<file path="config.mk">
export PLATFORM = sky130hd
export DESIGN_NAME = aes_column_mix_key_add_unit
export DESIGN_NICKNAME = d
export VERILOG_FILES = /design/src/rtl/core/acmka_pkg.sv /design/src/rtl/core/acmka_front.sv /design/src/rtl/core/acmka_queue.sv /design/src/rtl/core/acmka_back.sv /design/src/rtl/core/aes_column_mix_key_add_unit.sv
export SDC_FILE = /design/constraint.sdc
export NUM_CORES = 1
export LEC_CHECK = 0
export ABC_AREA = 1
export BUFFER_PORTS_ARGS = -buffer_cell sky130_fd_sc_hd__buf_2
export CAP_MARGIN = 40
export CELL_PAD_IN_SITES_DETAIL_PLACEMENT = 1
export CELL_PAD_IN_SITES_GLOBAL_PLACEMENT = 2
export CORE_MARGIN = 10
export CORE_UTILIZATION = 37
export DETAILED_ROUTE_END_ITERATION = 12
export PLACE_DENSITY = 0.95
export RECOVER_POWER = 50
export SETUP_SLACK_MARGIN = 0.4
export SLEW_MARGIN = 20
export SYNTH_ARGS = -nofsm -noshare
export SYNTH_HDL_FRONTEND = slang
export SYNTH_SLANG_ARGS = --single-unit
</file>
<file path="constraint.sdc">
create_clock -name clk -period 18.1 [get_ports clk]
set_input_delay 3.62 -clock clk [delete_from_list [all_inputs] [get_ports clk]]
set_output_delay 3.62 -clock clk [all_outputs]
set_load 0.05 [all_outputs]
</file>
<file path="src/rtl/core/acmka_pkg.sv">
// Shared types, command codes and GF(2^8) helpers for the AES column mix and key add unit.
`default_nettype none

package acmka_pkg;

  // Command codes as they arrive on the input channel.
  localparam logic [2:0] CMD_LOAD    = 3'd0;
  localparam logic [2:0] CMD_MIX     = 3'd1;
  localparam logic [2:0] CMD_INV_MIX = 3'd2;
  localparam logic [2:0] CMD_KEY_ADD = 3'd3;
  localparam logic [2:0] CMD_READ    = 3'd4;

  // Internal operation classes: one-hot, except read, which is all zeros.
  typedef logic [3:0] op_t;
  localparam op_t OP_READ    = 4'b0000;
  localparam op_t OP_LOAD    = 4'b0001;
  localparam op_t OP_MIX     = 4'b0010;
  localparam op_t OP_INV_MIX = 4'b0100;
  localparam op_t OP_KEY_ADD = 4'b1000;

  // GF(2^8) reduction polynomial and the bit that triggers it.
  localparam logic [7:0] GF_REDUCE = 8'h1B;
  localparam logic [7:0] GF_TOPBIT = 8'h80;

  // One request as it travels from the front end to the back end.
  typedef struct packed {
    op_t          op;
    logic [127:0] operand;
  } req_t;

  // Multiply by two in GF(2^8).
  function automatic logic [7:0] xtime(input logic [7:0] v);
    logic [7:0] s;
    s = {v[6:0], 1'b0};
    if ((v & GF_TOPBIT) != 8'h00) begin
      s = s ^ GF_REDUCE;
    end
    return s;
  endfunction

  // Forward MixColumns on one column; byte 0 sits in bits 31:24.
  function automatic logic [31:0] mix_col(input logic [31:0] col);
    logic [7:0] a0, a1, a2, a3;
    logic [7:0] d0, d1, d2, d3;
    a0 = col[31:24];
    a1 = col[23:16];
    a2 = col[15:8];
    a3 = col[7:0];
    d0 = xtime(a0);
    d1 = xtime(a1);
    d2 = xtime(a2);
    d3 = xtime(a3);
    return {d0 ^ d1 ^ a1 ^ a2 ^ a3,
            a0 ^ d1 ^ d2 ^ a2 ^ a3,
            a0 ^ a1 ^ d2 ^ d3 ^ a3,
            d0 ^ a0 ^ a1 ^ a2 ^ d3};
  endfunction

  // Inverse MixColumns on one column (matrix row 14, 11, 13, 9).
  function automatic logic [31:0] inv_mix_col(input logic [31:0] col);
    logic [7:0] a [4];
    logic [7:0] x2 [4];
    logic [7:0] x4 [4];
    logic [7:0] x8 [4];
    logic [7:0] m9 [4];
    logic [7:0] m11 [4];
    logic [7:0] m13 [4];
    logic [7:0] m14 [4];
    a[0] = col[31:24];
    a[1] = col[23:16];
    a[2] = col[15:8];
    a[3] = col[7:0];
    for (int k = 0; k < 4; k++) begin
      x2[k]  = xtime(a[k]);
      x4[k]  = xtime(x2[k]);
      x8[k]  = xtime(x4[k]);
      m9[k]  = x8[k] ^ a[k];
      m11[k] = x8[k] ^ x2[k] ^ a[k];
      m13[k] = x8[k] ^ x4[k] ^ a[k];
      m14[k] = x8[k] ^ x4[k] ^ x2[k];
    end
    return {m14[0] ^ m11[1] ^ m13[2] ^ m9[3],
            m9[0]  ^ m14[1] ^ m11[2] ^ m13[3],
            m13[0] ^ m9[1]  ^ m14[2] ^ m11[3],
            m11[0] ^ m13[1] ^ m9[2]  ^ m14[3]};
  endfunction

endpackage

`default_nettype wire

</file>
<file path="src/rtl/core/acmka_front.sv">
// Front end: takes requests from the input channel and classifies the command.
`default_nettype none

module acmka_front (
  input  wire logic                  in_valid,
  output logic                       in_ready,
  input  wire logic [2:0]            cmd,
  input  wire logic [63:0]           operand_hi,
  input  wire logic [63:0]           operand_lo,
  output logic                       push_valid,
  input  wire logic                  push_ready,
  output acmka_pkg::req_t            push_req
);

  acmka_pkg::op_t op;

  // Map the command code to an operation class; unused codes only read back.
  always_comb begin
    unique case (cmd)
      acmka_pkg::CMD_LOAD:    op = acmka_pkg::OP_LOAD;
      acmka_pkg::CMD_MIX:     op = acmka_pkg::OP_MIX;
      acmka_pkg::CMD_INV_MIX: op = acmka_pkg::OP_INV_MIX;
      acmka_pkg::CMD_KEY_ADD: op = acmka_pkg::OP_KEY_ADD;
      acmka_pkg::CMD_READ:    op = acmka_pkg::OP_READ;
      default:                op = acmka_pkg::OP_READ;
    endcase
  end

  // The request goes straight into the queue when it has room.
  assign push_req.op      = op;
  assign push_req.operand = {operand_hi, operand_lo};
  assign push_valid       = in_valid;
  assign in_ready         = push_ready;

endmodule

`default_nettype wire

</file>
<file path="src/rtl/core/acmka_queue.sv">
// Short request queue between the front end and the back end.
`default_nettype none

module acmka_queue #(
  parameter int DEPTH = 2
) (
  input  wire logic             clk,
  input  wire logic             rst,
  input  wire logic             push_valid,
  output logic                  push_ready,
  input  wire acmka_pkg::req_t  push_req,
  output logic                  pop_valid,
  input  wire logic             pop_ready,
  output acmka_pkg::req_t       pop_req
);

  localparam int PW = (DEPTH > 1) ? $clog2(DEPTH) : 1;
  localparam int CW = $clog2(DEPTH + 1);
  localparam logic [CW-1:0] FULL_COUNT = CW'(DEPTH);
  localparam logic [PW-1:0] LAST_SLOT  = PW'(DEPTH - 1);

  acmka_pkg::req_t slots [DEPTH];
  logic [PW-1:0]   wr_ptr;
  logic [PW-1:0]   rd_ptr;
  logic [CW-1:0]   count;
  logic [CW-1:0]   count_next;
  logic            push;
  logic            pop;

  assign push_ready = (count != FULL_COUNT);
  assign pop_valid  = (count != '0);
  assign pop_req    = slots[rd_ptr];
  assign push       = push_valid && push_ready;
  assign pop        = pop_valid && pop_ready;

  // Occupancy follows pushes and pops; both in one cycle leave it unchanged.
  always_comb begin
    count_next = count;
    if (push && !pop) begin
      count_next = count + CW'(1);
    end else if (pop && !push) begin
      count_next = count - CW'(1);
    end
  end

  // Pointers wrap at the queue depth.
  always_ff @(posedge clk) begin
    if (rst) begin
      wr_ptr <= '0;
      rd_ptr <= '0;
      count  <= '0;
    end else begin
      count <= count_next;
      if (push) begin
        wr_ptr <= (wr_ptr == LAST_SLOT) ? '0 : wr_ptr + PW'(1);
      end
      if (pop) begin
        rd_ptr <= (rd_ptr == LAST_SLOT) ? '0 : rd_ptr + PW'(1);
      end
    end
  end

  // Request storage needs no reset.
  always_ff @(posedge clk) begin
    if (push) begin
      slots[wr_ptr] <= push_req;
    end
  end

endmodule

`default_nettype wire

</file>
<file path="src/rtl/core/acmka_back.sv">
// Back end: holds the AES state, executes queued requests and presents the result.
`default_nettype none

module acmka_back (
  input  wire logic             clk,
  input  wire logic             rst,
  input  wire logic             pop_valid,
  output logic                  pop_ready,
  input  wire acmka_pkg::req_t  pop_req,
  output logic                  out_valid,
  input  wire logic             out_ready,
  output logic [63:0]           state_hi,
  output logic [63:0]           state_lo
);

  logic [127:0] state;
  logic [127:0] state_next;
  logic [127:0] mixed;
  logic [127:0] inv_mixed;
  logic         fire;

  // Each column is four consecutive bytes, byte 0 in the top bits.
  always_comb begin
    for (int c = 0; c < 4; c++) begin
      mixed[127-32*c -: 32]     = acmka_pkg::mix_col(state[127-32*c -: 32]);
      inv_mixed[127-32*c -: 32] = acmka_pkg::inv_mix_col(state[127-32*c -: 32]);
    end
  end

  // Select the new state by operation class.
  always_comb begin
    unique case (pop_req.op)
      acmka_pkg::OP_LOAD:    state_next = pop_req.operand;
      acmka_pkg::OP_MIX:     state_next = mixed;
      acmka_pkg::OP_INV_MIX: state_next = inv_mixed;
      acmka_pkg::OP_KEY_ADD: state_next = state ^ pop_req.operand;
      acmka_pkg::OP_READ:    state_next = state;
      default:               state_next = state;
    endcase
  end

  // A request runs when the output register is free or being emptied.
  assign pop_ready = !out_valid || out_ready;
  assign fire      = pop_valid && pop_ready;

  // The state register doubles as the result register.
  always_ff @(posedge clk) begin
    if (rst) begin
      state     <= '0;
      out_valid <= 1'b0;
    end else begin
      if (fire) begin
        state     <= state_next;
        out_valid <= 1'b1;
      end else if (out_ready) begin
        out_valid <= 1'b0;
      end
    end
  end

  assign state_hi = state[127:64];
  assign state_lo = state[63:0];

  // The state only changes when a request is executed.
  assert property (@(posedge clk) disable iff (rst) !fire |=> $stable(state))
    else $error("state changed without an executed request");

  // Every executed request leaves a result on the output.
  assert property (@(posedge clk) disable iff (rst) fire |=> out_valid)
    else $error("executed request produced no result");

  // Reset leaves a zero state and no pending result.
  assert property (@(posedge clk) rst |=> (state == '0) && !out_valid)
    else $error("reset did not clear the state");

endmodule

`default_nettype wire

</file>
<file path="src/rtl/core/aes_column_mix_key_add_unit.sv">
// Top level of the AES column mix and key add unit.
// Holds a 16-byte AES state (byte 0 in the top bits of state_hi) and, while results
// are taken, executes one request per cycle: load, MixColumns, InvMixColumns, round
// key XOR or read back; codes 5 to 7 behave as read. Every request returns the state
// after it. Sustained rate is one request per clock while out_ready is high; a request
// is written into the queue, then executed from the queue into the state register,
// which holds its result. The front end accepts while the queue has room (QUEUE_DEPTH
// entries), so the input keeps flowing while a result waits, until the queue is full.
`default_nettype none

module aes_column_mix_key_add_unit #(
  parameter int QUEUE_DEPTH = 2
) (
  input  wire logic        clk,
  input  wire logic        rst,
  input  wire logic        in_valid,
  output logic             in_ready,
  input  wire logic [2:0]  cmd,
  input  wire logic [63:0] operand_hi,
  input  wire logic [63:0] operand_lo,
  output logic             out_valid,
  input  wire logic        out_ready,
  output logic [63:0]      state_hi,
  output logic [63:0]      state_lo
);

  logic            push_valid;
  logic            push_ready;
  acmka_pkg::req_t push_req;
  logic            pop_valid;
  logic            pop_ready;
  acmka_pkg::req_t pop_req;

  acmka_front u_front (
    .in_valid   (in_valid),
    .in_ready   (in_ready),
    .cmd        (cmd),
    .operand_hi (operand_hi),
    .operand_lo (operand_lo),
    .push_valid (push_valid),
    .push_ready (push_ready),
    .push_req   (push_req)
  );

  acmka_queue #(
    .DEPTH (QUEUE_DEPTH)
  ) u_queue (
    .clk        (clk),
    .rst        (rst),
    .push_valid (push_valid),
    .push_ready (push_ready),
    .push_req   (push_req),
    .pop_valid  (pop_valid),
    .pop_ready  (pop_ready),
    .pop_req    (pop_req)
  );

  acmka_back u_back (
    .clk       (clk),
    .rst       (rst),
    .pop_valid (pop_valid),
    .pop_ready (pop_ready),
    .pop_req   (pop_req),
    .out_valid (out_valid),
    .out_ready (out_ready),
    .state_hi  (state_hi),
    .state_lo  (state_lo)
  );

endmodule

`default_nettype wire

</file>
Word-level counts from Yosys, hierarchy flattened
Memory sizes are Yosys's and may differ from the RTL's. A register that Yosys moved wholly into a read port is not among the register bits.
Cells that the tools add are included.
{"block": "totals", "ram_bits": 264, "n_memories": 1, "in_bits": 135, "regBits": 133}
{"block": "op_classes", "reduce_logical": 14, "muxes": 60, "n_eq_ne": 8, "bitwise_logic": 257, "addsub": 4}
{"name": "u_queue.slots", "words": 2, "word_bits": 132, "read_ports": 1, "rd_ports_with_merged_regs": 1, "write_ports": 1, "line_no": "acmka_queue.sv:22", "source": "acmka_pkg::req_t slots [DEPTH];"}
{"operator": "8-bit XOR", "n": 208}
{"operator": "128-bit one-hot mux with 4 select lines", "n": 1}
{"operator": "5-bit two-way mux", "n": 48}
{"operator": "4-bit NOT", "n": 48}
{"operator": "128-bit XOR", "n": 1}
{"operator": "4-bit one-hot mux with 4 select lines", "n": 1}
{"operator": "1-bit two-way mux", "n": 8}
{"operator": "3-bit by 2-bit == test with 1-bit output (second input constant)", "n": 2}
{"operator": "2-bit nonzero test", "n": 3}
{"operator": "4-bit by 1-bit == test with 1-bit output (second input constant)", "n": 1}
{"operator": "4-bit by 2-bit == test with 1-bit output (second input constant)", "n": 1}
{"operator": "4-bit by 3-bit == test with 1-bit output (second input constant)", "n": 1}
{"operator": "4-bit == test (second input constant)", "n": 1}
{"operator": "1-bit logical AND", "n": 4}
{"operator": "2-bit two-way mux", "n": 2}
{"operator": "4-bit nonzero test", "n": 1}
{"operator": "3-bit by 1-bit == test with 1-bit output (second input constant)", "n": 1}
{"operator": "1-bit logical NOT", "n": 3}
{"operator": "3-bit logical NOT", "n": 1}
{"operator": "1-bit adder (second input constant)", "n": 2}
{"operator": "2-bit by 1-bit adder with 2-bit output (second input constant)", "n": 1}
{"operator": "2-bit != test (second input constant)", "n": 1}
{"operator": "2-bit AND reduction", "n": 1}
{"operator": "2-bit by 1-bit subtractor with 2-bit output (second input constant)", "n": 1}
{"operator": "1-bit logical OR", "n": 1}

Longest topological paths before layout
{"block": "depth", "word_depth": 12, "mapped_depth": 18}

By module
From an unflattened synthesis, not the netlist that was laid out.
{"block": "hier_totals", "cells_unflattened": 5563, "hier_area_um2": 38816.0}
{"module": "acmka_back", "seq_area_each_um2": 2582.5, "instances": 1, "cells_per_inst": 4976, "area_per_inst_um2": 27711.6}
{"module": "acmka_queue", "seq_area_each_um2": 8027.7, "instances": 1, "cells_per_inst": 448, "area_per_inst_um2": 10094.7}
{"module": "acmka_front", "seq_area_each_um2": 0.0, "instances": 1, "cells_per_inst": 139, "area_per_inst_um2": 1009.7}

Worst setup path after synthesis
Ideal clock, no wire load.
{"block": "synth_timing", "path_kind": "input port to flip-flop", "from": "in in_valid", "to": "mem u_queue.slots[1][0] (netlist bit), enable pin", "path_buffers": 0, "arrival_ns": 9.236, "required_ns": 17.473, "path_slack_ns": 8.237, "cell_stages": 2, "path_cell_list": "nand2_1 nor2_1"}
{"block": "synth_between", "elab_chain_cells": 3}
{"element": "from (decl)", "line_no": "aes_column_mix_key_add_unit.sv:16", "source": "input wire logic in_valid,"}
{"element": "1-bit logical AND", "line_no": "acmka_queue.sv:33", "source": "assign push = push_valid && push_ready;"}
{"element": "1-bit two-way mux", "line_no": "acmka_queue.sv:65", "source": "if (push) begin"}
{"element": "1-bit two-way mux (not written as such)", "line_no": "acmka_queue.sv:66", "source": "slots[wr_ptr] <= push_req;"}
{"element": "to (decl)", "line_no": "acmka_queue.sv:22"}
Every way passes these cells.

Worst setup path in the final report
{"block": "layout_timing", "from": "in rst", "to": "reg u_back.state[114]"}
{"element": "from (decl)", "line_no": "aes_column_mix_key_add_unit.sv:15", "source": "input wire logic rst,"}
{"element": "to (signal assigned)", "line_no": "acmka_back.sv:53", "source": "state <= state_next;"}
{"element": "to (decl)", "line_no": "acmka_back.sv:16", "source": "logic [127:0] state;"}
No word-level cell between the ends.

==> results_dict.tcl <==
set metrics [dict create \
    maxCapViolations 7 \
    report.final.slew_viol_count 242 \
    drive_gt1_share_pct 6.274 \
    antenna_found_initial 14 \
    synth_ff_type "edfxtp_1" \
    hold_start "u_queue.rd_ptr$_SDFFE_PP0P_" \
    wl_per_cell_um 22.28 \
    grt_most_used_layer "met2" \
    die_w_um 336.6 \
    pin_count 265 \
    syn2layout_area_growth_pct 10.92 \
    rsz0062_at_grt "false" \
    num_rows 116 \
    post-route-min-period_ns 9.122 \
    async_flop_share_pct 0 \
    synth.yosys.warnings 0 \
    setup_viol 0 \
    grt_use_met2_pct 46.09 \
    max_slew_margin_pct -136.5 \
    synth_area_sq_um 37090 \
    drtIter0Drc 3006 \
    insertion_delay_ns 0.65 \
    fmax_ghz 0.1096 \
    hold_buffers 0 \
    cts_resized 0 \
    globalRouteTotalUtil_pct 27.64 \
    dieArea_sq_um 113300 \
    synth_top_cell_area_share_pct 24.84 \
    design.core.area_sq_um 99860 \
    start_util_pct 37.15 \
    hpwl_um 120100 \
    tns_ns 0 \
    n_fill_cell 13216 \
    vias_per_cell 5.448 \
    skew_ns 0.02815 \
    r2r_end "u_queue.slots[0][37]$_DFFE_PP_" \
    syn_nets 5924 \
    avgSynthCellArea_sq_um 6.409 \
    worstMarginPinSlew_ns 3.548 \
    cp.arrival_ns 9.46 \
    status "complete, but fails checks" \
    grt_max_degree 136 \
    final_common_cell "nand2_1" \
    grt_pass1_vias 39606 \
    h-tree-depth 2 \
    final_util_pct 41.20 \
    port_buffers 264 \
    synth.area.top_cells "nand2_1 25%, edfxtp_1 21%, xor2_1 12%" \
    r2r_start "u_queue.count[0]$_SDFFE_PP0P_" \
    worstPathRequired_ns 18.43 \
    endpoint_kind "flip-flop" \
    grt.met1_usage_pct 35.94 \
    wirelength_um 161500 \
    cp-start-kind "input pin" \
    r2r_cells 7 \
    netlist-cell-type-count 47 \
    root_buffer "clkbuf_16" \
    grt-ovfl-total 0 \
    yosysTopAreaCell "nand2_1" \
    clockBufferDepth 3 \
    syn_inst 5788 \
    die_y_um 336.6 \
    clock_sinks 398 \
    cts_setup_buffers 0 \
    drcViolationCount 0 \
    post-route-period-util_pct 50.40 \
    first_pass_iters 5 \
    synth-seq-cells 398 \
    final_antenna_net_count 0 \
    violations "capacitance limit, slew limit" \
    regToRegSetupSlack_ns 12.09 \
    hold_viol 0 \
    grt_pass1_wl_um 242000 \
    ys_seq_area_share_pct 28.60 \
    mostFrequentLayoutCells "2455 x nand2_1, 506 x xor2_1, 436 x nand3_1, 407 x inv_1, 340 x a21oi_1" \
    nets 6042 \
    holdPathStages 1 \
    met3_usage_pct 4.896 \
    place_congestion 0.9513 \
    cts_tree "done" \
    hold_class "flip-flop to flip-flop" \
    cp_max_fo 53 \
    dr_total_vias 39485 \
    synth_edf_count 264 \
    clk_pin_slew_worst_paths_ns 0.06 \
    path_class "input pin to flip-flop" \
    numCtsBuffers 47 \
]
[how the worst max path moves through the flow]
stage,startpoint,depth (start not counted),slack (ns),to
after detailed placement,in_valid,6,11.64,u_queue.slots[0][44]$_DFFE_PP_
final,rst,4,8.98,u_back.state[114]$_SDFFE_PP0P_
after global placement,in_valid,5,11.48,u_queue.slots[1][38]$_DFFE_PP_
after global routing,rst,4,8.70,u_back.state[103]$_SDFFE_PP0P_
after CTS,in_valid,6,12.33,u_queue.slots[0][37]$_DFFE_PP_
after floorplan,in_valid,2,8.24,u_queue.slots[1][0]$_DFFE_PP_
[stage by stage]
step	hold WS [ns]	setup slack, ns	instances	area, sq um
finish	0.4940	8.978	7248	41140
global route	0.4974	8.696	7244	41130
CTS	0.4787	12.33	7238	41250
detailed placement	0.4498	11.64	7150	39600
global placement	0.4330	11.48	7140	39360
floorplan	0.4257	8.237	5788	37090
[layout make-up]
| class | count | area, sq um | area share, % |
|---|---|---|---|
| Clock inverter | 29 | 367.9 | 0.8941 |
| Tap cell | 1298 | 1624 | 3.947 |
| Timing Repair Buffer | 345 | 1958 | 4.759 |
| Multi-Input combinational cell | 4670 | 23600 | 57.35 |
| Antenna cell | 5 | 12.51 | 0.03041 |
| Inverter | 444 | 1689 | 4.105 |
| Clock buffer | 59 | 1282 | 3.117 |
| Sequential cell | 398 | 10610 | 25.80 |
[state kept, by name (all words and copies together), names as in the netlist, named ones only]
name,count
u_back.state,128
u_queue.slots,264
u_back.out_valid,1
u_queue.rd_ptr,1
u_queue.wr_ptr,1
u_queue.count,2
[metal layers]
layer  share of wire, %  wire length, um  up-vias
li1                   -                -    18734
met1                 44            71120    19273
met2                 46            74160     1173
met3                6.8            10980      291
met4                3.2             5123       14
met5              0.056               91        -
[cells by family after synthesis]
| kind of cell | synth area share [%] |
|---|---|
| flops | 28.60 |
| xor+xnor | 18.53 |
| compound gates | 10.32 |
| buf+inv | 7.832 |
| fa+ha+maj | 0.03372 |
| mux | 0.1079 |
| simple gates | 34.56 |
[critical path: stages]
cell and delay [ns]:
clkbuf_1 1.24, clkbuf_1 1.80, clkbuf_1 2.60, a21oi_1 0.11
[synth_stat cells (2+ instances only)]
cell      count
nand2_1    2455
xor2_1      506
nand3_1     436
inv_1       407
a21oi_1     340
xnor2_1     279
edfxtp_1    264
o21ai_0     229
dfxtp_1     134
buf_2       130
clkbuf_1    124
a31oi_1     112
nor2_1       99
nor3_1       63
or2_2        51
nand3b_1     34
clkinv_1     23
buf_1        15
inv_2        12
o211ai_1     10
o21ai_1       9
nand2_2       6
nand4_1       5
mux2i_1       4
nand2b_1      4
buf_4         3
buf_6         3
o21a_1        3
o21ai_2       3
a211oi_1      2
a21o_1        2
and2_1        2
inv_4         2
nand3_2       2
o21bai_1      2
o311ai_0      2
Power is not shown: default switching activity piles up to over one toggle a cycle in this logic, so the estimate is an artifact.
